`src/rtl/assert_macros.svh`:
```
// Assertion macros shared by the RTL modules.
`ifndef ASSERT_MACROS_SVH
`define ASSERT_MACROS_SVH

// Property checked on every rising clock edge outside reset.
`define ASSERT_CLK(label, clk, rst_n, prop) \
    label: assert property (@(posedge clk) disable iff (!rst_n) prop) \
        else $error("%m: assertion failed");

// Condition that must never be true outside reset.
`define ASSERT_NEVER(label, clk, rst_n, cond) \
    label: assert property (@(posedge clk) disable iff (!rst_n) !(cond)) \
        else $error("%m: forbidden condition seen");

`endif

```
`src/rtl/rmgc_ram.sv`:
```
// Generic single-write, single-read RAM with a registered read port.
`timescale 1ns / 1ps
`default_nettype none
module rmgc_ram #(
    parameter int WIDTH = 8,
    parameter int DEPTH = 16
) (
    input  wire logic                     aclk,
    input  wire logic                     we,
    input  wire logic [$clog2(DEPTH)-1:0] waddr,
    input  wire logic [WIDTH-1:0]         wdata,
    input  wire logic                     re,
    input  wire logic [$clog2(DEPTH)-1:0] raddr,
    output logic      [WIDTH-1:0]         rdata
);

    logic [WIDTH-1:0] mem [DEPTH];
    logic [WIDTH-1:0] rdata_reg;

    // Write port and registered read port.
    always_ff @(posedge aclk) begin
        if (we) begin
            mem[waddr] <= wdata;
        end
        if (re) begin
            rdata_reg <= mem[raddr];
        end
    end

    assign rdata = rdata_reg;

endmodule
`default_nettype wire

```
`config.mk`:
```
export PLATFORM = sky130hd
export DESIGN_NAME = rmgc_ram
export DESIGN_NICKNAME = d
export VERILOG_FILES = /design/src/rtl/assert_macros.svh /design/src/rtl/rmgc_ram.sv
export SDC_FILE = /design/constraint.sdc
export NUM_CORES = 1
export LEC_CHECK = 0
export ABC_AREA = 1
export CAP_MARGIN = 20
export CORE_ASPECT_RATIO = 1.4
export CORE_UTILIZATION = 39
export CTS_BUF_LIST = sky130_fd_sc_hd__clkbuf_4 sky130_fd_sc_hd__clkbuf_8
export DETAILED_ROUTE_END_ITERATION = 8
export DONT_BUFFER_PORTS = 1
export SLEW_MARGIN = 40
export SYNTH_ARGS = -nofsm -noshare
export SYNTH_HDL_FRONTEND = slang
export SYNTH_SLANG_ARGS = --single-unit
```
`constraint.sdc`:
```
create_clock -name aclk -period 2.3 [get_ports aclk]
set_input_delay 0.115 -clock aclk [delete_from_list [all_inputs] [get_ports aclk]]
set_output_delay 0.115 -clock aclk [all_outputs]
set_load 0.02 [all_outputs]
```
## Yosys cells after proc, flatten, opt, wreduce, memory -nomap -nowiden

Memory sizes are Yosys's and may differ from the RTL's. A register that Yosys moved wholly into a read port is not among the register bits.
Index checks and enable logic that the tools add are counted.

- Memories: 1
- Bits of input ports: 19
- Memory bits (writable): 128
- Bits in latches: 0
- Bits in read-only memories: 0
- Word-level logic and storage cells: 3
- Output and inout bits: 8
- Register bits: 0

Memories:

| name | words | width | read ports | clocked after Yosys merged registers in | write ports | RTL line | source |
|---|---|---|---|---|---|---|---|
| mem | 16 | 8 | 1 | 1 | 1 | rmgc_ram.sv:17 | `logic [WIDTH-1:0] mem [DEPTH];` |

- Mux-type cells: 2
- Add/sub/neg operators: 0
- $lt $le $gt $ge: 0
- Bitwise logic cells: 0
- Equality and inequality tests: 0
- Shift operators: 0
- Multiply operators: 0
- Reduce and logical (&&, ||, !) cells: 0
- Divide/modulo/power cells: 0

Operators by type and width:

| operator | count |
|---|---|
| $mux W1 | 2 |

## Longest topological paths before layout

Gate-level depths: netlist of run 1.

- Word-level depth: 2
- Gate-level depth with buffers: 8
- Depth with buffers taken out: 7

## Worst setup path after synthesis of run 1

No wires, ideal clock.

- Kind: input -> register
- Start: input port waddr[2]
- End: memory mem[10][0], enable pin
- Stages: 2
- Slack: 1234 ps
- Setup time: 370 ps
- Data required time: 1930 ps
- Arrival: 696 ps
- Path buffers: 0
- Cells stage by stage: nand3b_1 -> nor2_1

RTL lines:

| element | RTL line | source |
|---|---|---|
| from (decl) | rmgc_ram.sv:10 | `input wire logic [$clog2(DEPTH)-1:0] waddr,` |
| to (decl) | rmgc_ram.sv:17 |  |

No word-level cell before the write port.

==> summary.txt, run 1 <==
Status: finished, final reports clean
Met3 Wirelength: 600 µm
Final WL: 12.8 mm
Yosys warnings: 0
Core area: 0.0146 mm²
Crit. End Element: flop
Residual DRC count: 0
FF+latch count, synth: 136
Fin crit share: 73.4%
Avg Synthesized Cell Area: 10.6 µm²
Synthesized cell area: 0.00585 mm²
Met2 routed WL: 6.74 mm
Crit path required time: 2.49 ns
Fill cells: 1365
Die area: 0.0155 mm²
Synth cell types: 11
Worst-Margin Slew: 0.794 ns
Max Fclk: 592 MHz
Clock power share: 39.7%
Top-Level Pins: 27
Register area share after synthesis: 69.8%
Clock Sinks: 136
Die Width: 105 µm
Antenna cells: 0
Vias in the first global route: 3779
GRT Overall Usage: 17.9%
Largest cells by area after synthesis: edfxtp_1 (70%), nand2_1 (11%), nand3_1 (8.3%)
First-pass GRT wire length: 20.3 mm
Max-slew violation count: 0
Starting density of the core: 40.1%
Combinational fraction of design power: 5.4%
Max-slew headroom: 46.9%
WS Path Type: flop to flop
TritonCTS clock tree: built
Highest metal used: met4
Input/output buffers: 0
Psw: 1.07 mW
Max Cap Violations: 0
Routed len/inst: 16.8 µm
CTS clk-pin slew, worst paths: 0.07 ns
Max FFs per register: 128
Largest net degree at the start of global routing: 66
RD Place Congestion: 0.812
Startpoint Class: flop
Leak: 2.71 nW
Cts bufs inserted: 17
Chip height: 147 µm
Layout Skew: 0.00982 ns
Buffer depth of the longest clock path: 2
Setup_tns: 0 ns
Pre-antenna DRT Iters: 5
Final Hold Violating Endpoints: 0
Final net count: 581
Post-detail-place hpwl: 8.04 mm
Post-DRT Antenna Nets: 0
Clk_lat worst skew: 0.43 ns
HP Class: primary input to flop
Switching Fraction: 20.8%
Minimum clock period: 1.69 ns
Share of the synthesized area in the top cell type: 69.8%
PwrDens: 791 mW/mm²
Vias per inst: 4.85
Area delta synth->final: 11.2%
DR vias: 3700
Top cell type by total area after synthesis: edfxtp_1
Length of routed wiring on met1: 5.06 mm
Post-CTS sizing: 0
Root buf cell: clkbuf_8
Initial antenna violation count: 0
Final Setup Violations: 0
Mapped Nets: 570
Worst VDD drop: 0.319 mV
Seq pwr share: 54.9%
H-tree Lvls: 4
Cells after Synth: 551
Gr ovfl total: 0
Layout cells sized above 1: 6.79%
Total Power: 5.14 mW
Critical Path AT: 1.88 ns
Iteration-0 DRC Markers: 229
Internal Pwr Total: 4.07 mW
RSZ-0062 raised after global routing: false
Critical path peak fanout: 1
Rows: 52
-- metal layers --
metal  up-vias  global-route usage, %
li1       1797                      -
met3        31                   3.19
met4         0                   7.68
met2        98                   32.0
met1      1774                   21.0
met5         -                      0
-- through the flow --
stage,setup WS [ns],hold slack (ns),instances,utilization (%),area (µm²)
6_report,0.611,0.0211,763,44.6,6500
5_1_grt,0.540,0.0280,763,44.6,6500
4_1_cts,0.647,0.00444,763,44.5,6490
3_5_place_dp,0.868,0.215,720,40.9,5960
3_3_place_gp,0.887,0.215,720,40.9,5960
2_1_floorplan,1.23,0.214,551,-,5850
-- layout by cell type (no fill, tap or decap), drive strengths merged --
cell type    count
nand2          173
edfxtp         136
inv            102
nand3           97
clkbuf          20
nor2            17
dlygate4sd3     12
clkinv           6
bufinv           4
buf              4
nand3b           2
clkinvlp         1
-- logic make-up after synthesis --
kind of cell	count (synthesis)	share of synthesized area, %
simple gates	289	20.8
flops	136	69.8
buf+inv	126	9.39
-- power groups by stage --
| stage | sequential, mW | combinational [mW] | clock [mW] |
|---|---|---|---|
| 6_report | 2.82 | 0.277 | 2.04 |
| 5_1_grt | 2.83 | 0.311 | 2.16 |
| 4_1_cts | 2.82 | 0.278 | 2.07 |
| 3_5_place_dp | 2.88 | 0.213 | 0 |
| 3_3_place_gp | 2.88 | 0.211 | 0 |
| 2_1_floorplan | 2.87 | 0.196 | 0 |
-- worst max-delay path, stage by stage, from the launching register on --
cell	delay, ns
edfxtp_1	0.37
inv_1	0.07
nand2_1	0.05
nand3_1	0.09
nand3_1	0.13
nand3_1	0.15
dlygate4sd3_1	0.56
nand2_1	0.05
-- synth_stat cells --
master    count
nand2_1     173
buf_2        13
inv_2         2
nand3_1      97
buf_4         4
buf_1         1
nor2_1       17
nand3b_1      2
buf_6         6
inv_1       100
edfxtp_1    136
-- final timing paths --
path / startpoint / end / slack, ns / depth (start not counted)
hold / removal: raddr[2] / rdata[1]$_DFFE_PP_ / 0.02 / 3
setup reg to reg: mem[11][4]$_DFFE_PP_ / rdata[4]$_DFFE_PP_ / 0.61 / 7
hold reg to reg: mem[13][5]$_DFFE_PP_ / rdata[5]$_DFFE_PP_ / 0.74 / 6
setup / recovery: mem[11][4]$_DFFE_PP_ / rdata[4]$_DFFE_PP_ / 0.61 / 7
-- what timing repair did --
| action | in CTS | in global routing |
|---|---|---|
| hold buffers | 12 | 0 |
| buffers inserted | 0 | 0 |
| hold endpoints to repair | 144 | 0 |
-- layout make-up --
cell class                      instances  area (µm²)  area share, %
Clock buffer                           20         256           3.95
Clock inverter                         11         155           2.39
Inverter                              102         383           5.89
Multi-Input combinational cell        289        1220           18.8
Sequential cell                       136        4080           62.8
Tap cell                              189         236           3.64
Timing Repair Buffer                   16         163           2.50
Power figures use the tool's default switching activity.
==> run 2, diff against run 1 <==
- ABC_AREA: 1 -> 0
- clock period: 2.3 -> 1.52 ns (I/O delays scaled with it)
==> run 2 against run 1 <==
Clock skew decreased by 0.0047 ns. Register-to-register slack got worse by 0.54 ns. Flip-flop and latch count stayed put. Via count is 35% lower. Count of clock-buffer cells in the layout did not move. Wire length decreased by 21%. Area after synthesis is 11% lower. Critical endpoint is now rdata[0]$_DFFE_PP_. Highest routed layer unchanged.
==> summary.txt, run 2 <==
Most frequent cells in the layout: edfxtp_1 (136), buf_4 (22), mux4_2 (18)
Met2 track demand over resource: 26.0%
Largest cells by area after synthesis: edfxtp_1 (78%), mux4_2 (7.8%), mux4_1 (7.0%)
Top cells by count, synth: edfxtp_1 (136), mux4_2 (18), a22oi_1 (16)
Synth cell types: 18
Max Cap Violations: 0
Pre-antenna DRT Iters: 4
Final Hold Violating Endpoints: 0
Rows: 49
Crit path required time: 1.69 ns
Buffer depth of the longest clock path: 2
Initial antenna violation count: 1
WS Path Type: flop to flop
Top FF cell, synth: edfxtp_1
Cts bufs inserted: 17
Worst VDD drop: 0.605 mV
Crit. End Element: flop
FF+latch count, synth: 136
Postcts setup bufs: 0
Cells after Synth: 229
Layout cells sized above 1: 26.3%
Busiest grt layer: met2
Final Setup Violations: 0
Startpoint Class: flop
Post-synth EDFFs: 136
Largest net degree at the start of global routing: 33
Synthesized cell area: 0.00523 mm²
Status: finished, final reports clean
TritonCTS clock tree: built
Critical Path AT: 1.62 ns
Top-Level Pins: 27
Post-DRT Antenna Nets: 0
Met3 Usage GRT: 4.94%
Final net count: 291
Post-synth ARST share: 0%
Residual DRC count: 0
PwrDens: 1230 mW/mm²
Fill cells: 1084
Fin crit share: 95.1%
Minimum clock period: 1.45 ns
Starting density of the core: 40.4%
RSZ-0062 raised after global routing: false
Vias in the first global route: 2622
Share of the synthesized area in the top cell type: 78.1%
Root buf cell: clkbuf_8
Clk_lat worst skew: 0.42 ns
Routed len/inst: 21.8 µm
Clock Sinks: 136
Critical path peak fanout: 1
Max-slew headroom: 61.8%
Avg Synthesized Cell Area: 22.8 µm²
Met1 GRT Util: 19.4%
Die Width: 99.8 µm
Commonest non-fill, non-tap cell in the layout: edfxtp_1
Max FFs per register: 128
Max-slew violation count: 0
Setup_tns: 0 ns
Chip height: 139 µm
HP Class: primary input to flop
RD Place Congestion: 0.714
Layout Skew: 0.00510 ns
CTS clk-pin slew, worst paths: 0.07 ns
Gr ovfl total: 0
Cell with the most instances after synthesis: edfxtp_1
GRT Overall Usage: 16.2%
Leak: 1.98 nW
Die area: 0.0139 mm²
First-pass GRT wire length: 15.6 mm
Core area: 0.0129 mm²
Vias per inst: 5.22
DR vias: 2423
Mapped Nets: 248
Area delta synth->final: 16.1%
Total Power: 7.49 mW
Post-detail-place hpwl: 6.49 mm
Final WL: 10.1 mm
Iteration-0 DRC Markers: 146
Max Fclk: 691 MHz
H-tree Lvls: 4
Worst-Margin Slew: 0.571 ns
Input/output buffers: 0
Yosys warnings: 0
Top cell type by total area after synthesis: edfxtp_1
Register area share after synthesis: 78.1%
run 2: cell count changes in the layout (fill, tap and decap cells not counted), moves of 14 or more:
cell / previous run / this run
nand3_1: 97 / 1
nand2_1: 173 / 9
mux4_1: 0 / 14
inv_1: 100 / 0
buf_4: 3 / 22
mux4_2: 0 / 18
run 2: critical path, cell delays in order (launching register included):
cell and delay, ns:
edfxtp_1 0.36, mux4_1 0.51, a22oi_1 0.23, nand2_1 0.10
run 2: metal layers:
metal  part of all wire (%)  vias to the layer above
met4                    3.1                        0
met3                    5.0                       22
li1                       -                     1067
met2                     52                       79
met1                     40                     1255
met5                      0                        -
run 2: cells by family (layout without fill, tap and decap cells):
family | after synthesis | after routing | synth area share [%]
AOI/OAI and AO/OA | 16 | 16 | 2.30
buffers and inverters | 10 | 66 | 1.65
DFF | 136 | 136 | 78.1
muxes | 32 | 32 | 14.8
other | 0 | 1 | 0
and+or+nand+nor | 35 | 35 | 3.14
run 2: path summary, 6_finish.rpt:
path | from | end | slack [ns] | depth (start not counted)
min | raddr[1] | rdata[2]$_DFFE_PP_ | 0.03 | 3
max reg2reg | mem[1][0]$_DFFE_PP_ | rdata[0]$_DFFE_PP_ | 0.07 | 3
max | mem[1][0]$_DFFE_PP_ | rdata[0]$_DFFE_PP_ | 0.07 | 3
min reg2reg | mem[12][4]$_DFFE_PP_ | rdata[4]$_DFFE_PP_ | 0.75 | 3
run 2: layout make-up:
| type | instances | area [µm²] | share of cell area (%) |
|---|---|---|---|
| Tap cell | 178 | 223 | 3.67 |
| Multi-Input combinational cell | 83 | 1090 | 17.9 |
| Clock buffer | 20 | 256 | 4.23 |
| Antenna cell | 1 | 2.50 | 0.0412 |
| Timing Repair Buffer | 34 | 285 | 4.70 |
| Sequential cell | 136 | 4080 | 67.3 |
| Clock inverter | 12 | 133 | 2.18 |
run 2: through the flow:
stage / util [%] / instances / setup WS, ns / hold slack (ns) / instance area, µm²
after floorplan: - / 229 / 0.162 / 0.175 / 5230
after global placement: 42.8 / 419 / 0.0143 / 0.176 / 5530
after detailed placement: 42.8 / 419 / -0.00543 / 0.176 / 5530
after CTS: 46.8 / 463 / 0.0171 / 0.00493 / 6050
after global routing: 46.9 / 464 / 0.000396 / 0.0163 / 6070
final: 46.9 / 464 / 0.0738 / 0.0309 / 6070
run 2: what timing repair did:
action	4_1_cts	5_1_grt
hold endpoints to repair	153	0
gates cloned	0	0
hold buffers	12	0
gates resized for setup	1	4
endpoints found under the setup margin	1	3
run 2: power breakdown:
part           leakage (nW)  internal (mW)  switching [mW]
registers              1.24           4.22          0.0462
clock network         0.200           1.64            1.25
logic                 0.541          0.157           0.164
