[src/rtl/assert_macros.svh]
// Assertion macros shared by the RTL modules.
`ifndef ASSERT_MACROS_SVH
`define ASSERT_MACROS_SVH

// Property checked on every rising clock edge outside reset.
`define ASSERT_CLK(label, clk, rst_n, prop) \
    label: assert property (@(posedge clk) disable iff (!rst_n) prop) \
        else $error("%m: assertion failed");

// Condition that must never be true outside reset.
`define ASSERT_NEVER(label, clk, rst_n, cond) \
    label: assert property (@(posedge clk) disable iff (!rst_n) !(cond)) \
        else $error("%m: forbidden condition seen");

`endif

[src/rtl/rmgc_gcd.sv]
// Iterative binary GCD unit, one subtract or shift step per cycle.
`timescale 1ns / 1ps
`default_nettype none
`include "assert_macros.svh"
module rmgc_gcd #(
    parameter int WIDTH = 32
) (
    input  wire logic             aclk,
    input  wire logic             aresetn,
    input  wire logic             start,
    input  wire logic [WIDTH-1:0] a,
    input  wire logic [WIDTH-1:0] b,
    output logic                  done,
    output logic      [WIDTH-1:0] result
);

    localparam int KW = $clog2(WIDTH + 1);

    logic             busy_reg, busy_next;
    logic             done_reg, done_next;
    logic [WIDTH-1:0] a_reg, a_next;
    logic [WIDTH-1:0] b_reg, b_next;
    logic [KW-1:0]    k_reg, k_next;
    logic [WIDTH-1:0] result_reg, result_next;

    // One step of Stein's algorithm: strip common twos, then odd differences.
    always_comb begin
        busy_next   = busy_reg;
        done_next   = 1'b0;
        a_next      = a_reg;
        b_next      = b_reg;
        k_next      = k_reg;
        result_next = result_reg;
        if (start) begin
            busy_next = 1'b1;
            a_next    = a;
            b_next    = b;
            k_next    = '0;
        end else if (busy_reg) begin
            if (a_reg != '0 && b_reg != '0) begin
                if (!a_reg[0] && !b_reg[0]) begin
                    a_next = a_reg >> 1;
                    b_next = b_reg >> 1;
                    k_next = k_reg + KW'(1);
                end else if (!a_reg[0]) begin
                    a_next = a_reg >> 1;
                end else if (!b_reg[0]) begin
                    b_next = b_reg >> 1;
                end else if (a_reg >= b_reg) begin
                    a_next = a_reg - b_reg;
                end else begin
                    b_next = b_reg - a_reg;
                end
            end else begin
                // One operand reached zero; the other, with the common twos, is the GCD.
                result_next = (a_reg | b_reg) << k_reg;
                done_next   = 1'b1;
                busy_next   = 1'b0;
            end
        end
    end

    // Control state is reset; operands and result are not.
    always_ff @(posedge aclk) begin
        if (!aresetn) begin
            busy_reg <= 1'b0;
            done_reg <= 1'b0;
        end else begin
            busy_reg <= busy_next;
            done_reg <= done_next;
        end
        a_reg      <= a_next;
        b_reg      <= b_next;
        k_reg      <= k_next;
        result_reg <= result_next;
    end

    assign done   = done_reg;
    assign result = result_reg;

    `ASSERT_CLK(a_done_not_busy, aclk, aresetn, done_reg |-> !busy_reg)
    `ASSERT_CLK(a_finish_next, aclk, aresetn,
                (busy_reg && !start && (a_reg == '0 || b_reg == '0)) |=> done_reg)
    `ASSERT_NEVER(a_start_while_busy, aclk, aresetn, start && busy_reg)

endmodule
`default_nettype wire

[config.mk]
export PLATFORM = sky130hd
export DESIGN_NAME = rmgc_gcd
export DESIGN_NICKNAME = d
export VERILOG_FILES = /design/src/rtl/rmgc_gcd.sv
export VERILOG_INCLUDE_DIRS = /design/src /design/src/rtl
export SDC_FILE = /design/constraint.sdc
export NUM_CORES = 1
export LEC_CHECK = 0
export BUFFER_PORTS_ARGS = -buffer_cell sky130_fd_sc_hd__clkbuf_2
export CAP_MARGIN = 20
export CORE_AREA = 4 4 159 161
export CTS_CLUSTER_SIZE = 8
export DETAILED_ROUTE_END_ITERATION = 10
export DIE_AREA = 0 0 163 165
export SLEW_MARGIN = 20
export SYNTH_ARGS = -nofsm -noshare
export SYNTH_HDL_FRONTEND = slang
export SYNTH_SLANG_ARGS = --single-unit
[constraint.sdc]
create_clock -name aclk -period 12.25 [get_ports aclk]
set_clock_uncertainty 0.1 [all_clocks]
set_input_delay 2.45 -clock aclk [delete_from_list [all_inputs] [get_ports aclk]]
set_output_delay 2.45 -clock aclk [all_outputs]
set_load 0.02 [all_outputs]
=== After elaboration in Yosys (flattened, before gate mapping) ===
Cells that the tools add are included.

* Register bits after elaboration: 104
* Bits in latches: 0
* RAM bits: 0
* ROM bits: 0
* Input port bits: 67
* Output and inout bits: 33
* Logic and storage cells: 55
* Memories: 0

* $add $sub $neg: 3
* Multipliers: 0
* Div/mod/pow operators: 0
* Magnitude comparators: 1
* Equal/unequal tests: 3
* Shifts and indexed selects: 1
* Mux-type cells: 18
* Bitwise logic cells: 5
* Reduce and logical (&&, ||, !) cells: 16

{| class="wikitable"
|+ Operators by type and width
! kind !! number
|-
| 32-bit 2-to-1 mux || 14
|-
| 32-bit nonzero test || 2
|-
| 32-bit subtractor || 2
|-
| 32-bit greater-or-equal comparator || 1
|-
| 32-bit bitwise OR || 1
|-
| 32-bit by 6-bit left shift with 32-bit output || 1
|-
| 3-bit AND reduction || 3
|-
| 4-bit by 2-bit inequality test with 1-bit output (second input constant) || 2
|-
| 4-bit AND reduction || 2
|-
| 6-bit by 1-bit adder with 6-bit output (second input constant) || 1
|-
| 1-bit 2-to-1 mux || 4
|-
| 4-bit inequality test (second input constant) || 1
|-
| 1-bit NOT || 4
|-
| 2-bit nonzero test || 2
|-
| 3-bit nonzero test || 1
|-
| 3-bit OR reduction || 1
|-
| 1-bit logical AND || 2
|-
| 1-bit zero test || 2
|-
| 2-bit AND reduction || 1
|}

=== Longest topological paths before layout ===
Gate-level depths: netlist (run 1).

* Depth in word-level cells: 8
* Mapped depth: 15
* Depth with buffers taken out: 13

=== Least setup slack after synthesis (run 1) ===
No wires, ideal clock.

* Path kind: input to register
* Start point: input start
* End point: register b_reg[10] (enable)
* Setup time: 0.467 ns
* Data arrival time: 5.358 ns
* Required time: 11.683 ns
* Path slack: 6.325 ns
* Stages: 5
* Path buffers: 2
* Cells stage by stage: clkbuf_1 inv_1 clkbuf_8 o21ai_0 a21boi_0

* Word-level cells in the longest chain between the ends: 2
* Elaborated cells on any way between the ends: 5
* Classes of those cells: eq/ne: 1; reduce/logical: 4

{| class="wikitable"
|+ RTL lines
! item !! RTL line !! RTL
|-
| start, declared || rmgc_gcd.sv:10 || <nowiki>input wire logic start,</nowiki>
|-
| 4-bit inequality test (no line), or another cell as far along || - ||
|-
| 4-bit AND reduction (no line) (*) || - ||
|-
| end signal, assigned || rmgc_gcd.sv:73 || <nowiki>b_reg <= b_next;</nowiki>
|-
| end, declared || rmgc_gcd.sv:22 || <nowiki>logic [WIDTH-1:0] b_reg, b_next;</nowiki>
|}

Mark *: on every way between the ends. The rest lies on a longest branch, timed or not.
A chain may end at the register's enable or synchronous reset.

=== Worst setup path in the final report (run 1) ===
* Start point: input start
* End point: register a_reg[29] (data pin)

* Word-level cells in the longest chain between the ends: 1

{| class="wikitable"
|+ RTL lines
! item !! RTL line !! RTL
|-
| 32-bit 2-to-1 mux || rmgc_gcd.sv:34 || <nowiki>if (start) begin</nowiki>
|-
| net a_next[29] || rmgc_gcd.sv:21 || <nowiki>logic [WIDTH-1:0] a_reg, a_next;</nowiki>
|-
| end signal, assigned || rmgc_gcd.sv:72 || <nowiki>a_reg <= a_next;</nowiki>
|-
| end, declared || rmgc_gcd.sv:21 ||
|}

The timed path passes the listed nets, and every way through them passes these cells.

==> results of run 1 <==
-- layout make-up --
| cell class | count | area (µm²) |
|---|---|---|
| Clock buffer | 9 | 225.2 |
| Clock inverter | 7 | 91.34 |
| Fill cell | 2375 | 12460 |
| Inverter | 123 | 461.7 |
| Multi-Input combinational cell | 909 | 6679 |
| Sequential cell | 104 | 3044 |
| Tap cell | 324 | 405.4 |
| Timing Repair Buffer | 108 | 600.6 |
-- worst reg2reg max path: cells and delay by family, from the launching register on --
kind / cells / cell delay, ps
flip-flops: 1 / 580
adder cells (fa/ha/maj): 2 / 600
AO/OA/AOI/OAI: 5 / 1410
AND/OR/NAND/NOR: 4 / 810
buffers and inverters: 3 / 500
-- cells in the mapped netlist, types with 6 or more instances --
cell        n  area [µm²]
buf_2      14       70.07
nor2b_1    18       112.6
nand3_1     8       40.04
mux2i_1    29       290.3
buf_6       7       78.83
o21ai_0    65       325.3
a221oi_2    8       120.1
nor4_1     22       137.6
nor2_1    115       431.7
and2_1     10       62.56
o31a_1      8       70.07
inv_1     113       424.2
edfxtp_1   96        2883
o211ai_1    6       45.04
a21o_1      7       52.55
nor3_1     17       85.08
buf_4       6       45.04
nand2_1    83       311.6
o21ai_1    37       185.2
inv_2       9       33.78
xnor2_1    54       473.0
nand4_1     6       37.54
clkbuf_1   36       135.1
a221oi_1    9       78.83
mux2_2     10       112.6
ha_1       97        1214
o31ai_1     9       67.56
a21oi_1    94       470.5
dfxtp_1     8       160.2
o21bai_1   18       135.1
clkbuf_8    8       110.1
nor3_2      7       70.07
mux4_2     11       247.7
o21a_1     27       202.7
a211oi_1   24       180.2
-- worst paths after layout --
check	startpoint	endpoint	slack (ps)
setup / recovery	start	a_reg[29]	7870
hold / removal	b_reg[16]	b_reg[15]	620
setup reg to reg	a_reg[0]	a_reg[7]	8010
hold reg to reg	b_reg[16]	b_reg[15]	620
-- metal layers --
layer,up-vias,wire [µm],part of all wire [%]
met3,55,1843,5.7
met2,318,15310,47
li1,4419,-,-
met5,-,74,0.23
met4,2,850,2.6
met1,4318,14220,44
-- power breakdown --
group / internal [mW] / switching [mW] / total (mW)
logic: 0.500 / 0.798 / 1.30
clock network: 0.149 / 0.164 / 0.313
registers: 0.468 / 0.0781 / 0.546
-- logic make-up after synthesis --
group / after synthesis / share of synthesized area (%)
muxes: 50 / 6.126
buffers and inverters: 199 / 8.705
DFF: 104 / 28.65
xor gates and xnor gates: 58 / 4.783
and+or+nand+nor: 320 / 15.05
AOI/OAI and AO/OA: 382 / 24.88
adders and majority gates: 99 / 11.80
-- metrics by stage --
stage	power (mW)	util, %	instances	worst slack (ps)
2_1_floorplan	1.537	-	1212	6325
3_3_place_gp	1.816	46.46	1565	7491
3_5_place_dp	1.823	46.64	1567	7412
4_1_cts	2.146	47.96	1583	7789
5_1_grt	2.302	48.02	1584	7662
6_report	2.158	48.02	1584	7866
==> results.ini, run 1 <==
[die]
die_h_um=165
fp.dieW_um=163
start_util_pct=44.32
core_area_um2=23960
std_cell_rows=57
dieArea_um2=26900
ioPinCount=100

[synth]
ys_seq_area_share_pct=28.65
yosys_warnings=0
postSynthCellCount=1212
synth_area_um2=10620
ys_types=95
async_reset_ff_share_pct=0
avgSynthCellArea_um2=8.764
synth_seq_cells=104
synth_ff_type=edfxtp_1
synth_edf_count=96
synth_nets=1378

[placement]
routabilityCongestion=0.9647
dpl.hpwl_mm=25.15
port_buffers=99
placed_cell_area_um2=11180

[layout]
mostFrequentLayoutCells=nor2_1 (115), inv_1 (113), clkbuf_2 (98)
insertedDiodeCount=0
area_growth_pct=8.340
mostFrequentLayoutCell=nor2_1
layout.nets=1421
drive_gt1_share_pct=16.90
stdcell_area_um2=11510

[cts]
cts_resized=0
hold_buffers=0
clkSlewWorstSetupHoldPaths_ps=80
post-cts-setup-buffers=0
clkSinkCount=104
htreeDepth=3
clkLatencyLatePin_ps=370
cts_buffers=9
clock-root-buffer=clkbuf_16
cts_tree=yes
clk_path_buf_depth=2

[timing]
fin_crit_ps=4384
rsz0062_at_grt=no
relSlewSlack_pct=30.28
max_freq_ghz=0.2281
drv_slew=0
hold-worst-slack_ps=618.3
tightest_slew_ps=1046
final-setup-viol-count=0
fin_crit_sh_pct=35.79
hold_viol=0
tns_ps=0

[detailed_routing]
dr.pass1.iters=5
drc_errors=0
drt_iter0_drc=736
routed_wl_mm=32.30
viasPerCell=5.753
drtAntennaViolNets=0
dr_total_vias=9112
wl_per_cell_um=20.39

[global_routing]
busiest_layer=met2
antenna_found_initial=0
met1_usage_pct=31.09
grt_use_total_pct=23.70
gr-usage-met3_pct=3.644
grt_pass1_vias=8835
grt_max_degree=77
grt-ovfl-total=0
grt_pass1_wl_mm=49.58
grt.met2_usage_pct=40.23

[setup_path]
critPathTopFamily=simple AND/OR/NAND/NOR gates
cpPeakStageDelay_ps=850
cp.arrival_ps=4480
crit_path_max_fanout=31
ff2ff_path_depth=14
critical_path_depth=6
cp-start-kind=input pin
cp-end-kind=flip-flop
cp_slowest_cell=or3_1
cp.required_ps=12340
crit_chain=buf_4, or3_1, o21ai_0, nand2_1, mux2i_1, a221oi_2
critPathKind=input pin to flip-flop
critPathBufInv=1

[outcome]
status=complete, no violations

[run]
maxCapViolCount=0

[min_path]
hold_path_class=flip-flop to flip-flop
min_path_cells=2

[pwr]
p_leak_nw=4.726
powerDensity_nw_per_um2=187.6
vdd_drop_max_mv=0.07234

Note: power is estimated with default switching activity, not from simulation.
==> run 2: changes to the inputs <==
PLACE_DENSITY = 0.65   (was default)
clock period = 3.8 ns   (was 12.25 ns; I/O delays follow)
==> run 2 against run 1 <==
Via count grew 1.4%. Register-to-register slack lost 7800 ps. First-iteration DRC count grew 9.1%. Cell count grew 2.3%. Global-route usage grew 0.94 points. Critical endpoint is now b_reg[31]. Highest routed layer unchanged.
==> results.ini, run 2 (synthesis results as in run 1) <==
[outcome]
status=complete, no violations  ; unchanged

[timing]
max_freq_ghz=0.2789
hold-worst-slack_ps=551.6  ; was 618.3 ps
fin_crit_ps=3585
hold_viol=0  ; unchanged
final-setup-viol-count=0  ; unchanged
relSlewSlack_pct=36.34  ; was 30.28%
tns_ps=0  ; unchanged
setup_slack_ps=214.7  ; was 7866 ps
tightest_slew_ps=955.0  ; was 1046 ps
rsz0062_at_grt=no  ; unchanged
fin_crit_sh_pct=94.35
drv_slew=0  ; unchanged

[global_routing]
busiest_layer=met2  ; unchanged
grt_pass1_vias=9121  ; was 8,835
grt_pass1_wl_mm=51.34  ; was 49.58 mm
gr-usage-met3_pct=4.492  ; was 3.644%
met1_usage_pct=32.46  ; was 31.09%
grt-ovfl-total=0  ; unchanged
grt.met2_usage_pct=40.40  ; was 40.23%
antenna_found_initial=1  ; was 0
grt_use_total_pct=24.64  ; was 23.70%
grt_max_degree=80  ; was 77

[placement]
dp_slack_ps=226.7  ; was 7412 ps
routabilityCongestion=1.003  ; was 0.9647
port_buffers=99  ; unchanged
dpl.hpwl_mm=26.53  ; was 25.15 mm

[setup_path]
cp-end-kind=flip-flop  ; unchanged
cp.arrival_ps=3700  ; was 4480 ps
critPathKind=flip-flop to flip-flop  ; was input pin to flip-flop
cp.required_ps=3920  ; was 12,340 ps
cp-start-kind=flip-flop  ; was input pin
crit_path_max_fanout=14  ; was 31

[cts]
cts_resized=0  ; unchanged
clk_path_buf_depth=2  ; unchanged
clkLatencyLatePin_ps=370  ; about the same
cts_buffers=9  ; unchanged
htreeDepth=3  ; unchanged
clock-root-buffer=clkbuf_16  ; unchanged
clkSinkCount=104  ; unchanged
clkSlewWorstSetupHoldPaths_ps=80  ; about the same
cts_tree=yes  ; unchanged
hold_buffers=0  ; unchanged
post-cts-setup-buffers=0  ; unchanged

[layout]
utilization_pct=49.18  ; was 48.02%
drive_gt1_share_pct=19.28  ; was 16.90%
mostFrequentLayoutCell=nor2_1  ; unchanged
layout.nets=1458  ; was 1,421
mostFrequentLayoutCells=nor2_1 (115), inv_1 (113), clkbuf_2 (98)  ; unchanged
fillers=2413  ; was 2,375
area_growth_pct=10.96  ; was 8.340%
insertedDiodeCount=0  ; unchanged

[detailed_routing]
viasPerCell=5.700  ; was 5.753
routed_wl_mm=33.40  ; was 32.30 mm
dr.pass1.iters=5  ; unchanged
wl_per_cell_um=20.61  ; was 20.39 µm
drt_iter0_drc=803  ; was 736
drc_errors=0  ; unchanged
drtAntennaViolNets=0  ; unchanged
dr_total_vias=9240  ; was 9,112

[die]
std_cell_rows=57  ; unchanged
start_util_pct=44.32  ; unchanged
dieArea_um2=26900  ; unchanged
core_area_um2=23960  ; unchanged
fp.dieW_um=163  ; unchanged
ioPinCount=100  ; unchanged
die_h_um=165  ; unchanged

[pwr]
powerDensity_nw_per_um2=608.4  ; was 187.6 nW/µm²
vdd_drop_max_mv=0.3069  ; was 0.07234 mV
p_leak_nw=4.905  ; was 4.726 nW

[min_path]
hold_path_class=input pin to flip-flop  ; was flip-flop to flip-flop

[run]
maxCapViolCount=0  ; unchanged

==> run 2: cell count changes in the layout (fill, tap and decap cells not counted), sizes merged <==
cell | before | now
buf | 10 | 47
inv | 126 | 127
clkinv | 4 | 3
==> run 2: final cells by class <==
| cell class | count | area, µm² | share of cell area, % |
|---|---|---|---|
| Multi-Input combinational cell | 909 | 6679 | 56.67 |
| Clock inverter | 7 | 88.84 | 0.7538 |
| Clock buffer | 9 | 225.2 | 1.911 |
| Tap cell | 324 | 405.4 | 3.440 |
| Inverter | 123 | 461.7 | 3.918 |
| Timing Repair Buffer | 145 | 880.8 | 7.474 |
| Sequential cell | 104 | 3044 | 25.83 |
==> run 2: path summary, 6_finish.rpt <==
| kind | startpoint | to | slack, ps | cells past startpoint |
|---|---|---|---|---|
| setup / recovery | a_reg[0] | b_reg[31] | 210 | 14 |
| hold / removal | aresetn | done | 550 | 2 |
| setup reg to reg | a_reg[0] | b_reg[31] | 210 | 14 |
| hold reg to reg | busy_reg | a_reg[0] | 620 | 2 |
==> run 2: worst max-delay path, stage by stage (launching register included) <==
cell	delay (ps)
edfxtp_1	400
inv_1	120
ha_1	180
inv_1	50
fa_1	380
nor2b_1	170
o311ai_2	270
nand3_1	140
a311oi_2	330
nand2_1	100
a311o_1	360
buf_4	220
nor2_8	300
nand2_4	140
o21ai_1	170
==> run 2: layer usage <==
metal	vias to the layer above	wire length, µm
met1	4322	14380
li1	4499	-
met2	348	15480
met5	-	13
met3	69	2283
met4	2	1243
==> run 2: per-stage QoR <==
| step | std cells | power (mW) | cell area, µm² |
|---|---|---|---|
| 2_1_floorplan | 1212 | 4.956 | 10640 |
| 4_1_cts | 1621 | 7.128 | 11790 |
| 5_1_grt | 1621 | 7.645 | 11790 |
| 6_report | 1621 | 7.170 | 11790 |
| 3_5_place_dp | 1605 | 6.089 | 11470 |
| 3_3_place_gp | 1605 | 6.086 | 11470 |
==> run 2: report_power, final <==
| part | switching [mW] | internal, mW | total (mW) |
|---|---|---|---|
| Sequential | 0.213 | 1.51 | 1.72 |
| Clock | 0.531 | 0.481 | 1.01 |
| Combinational | 2.69 | 1.75 | 4.44 |
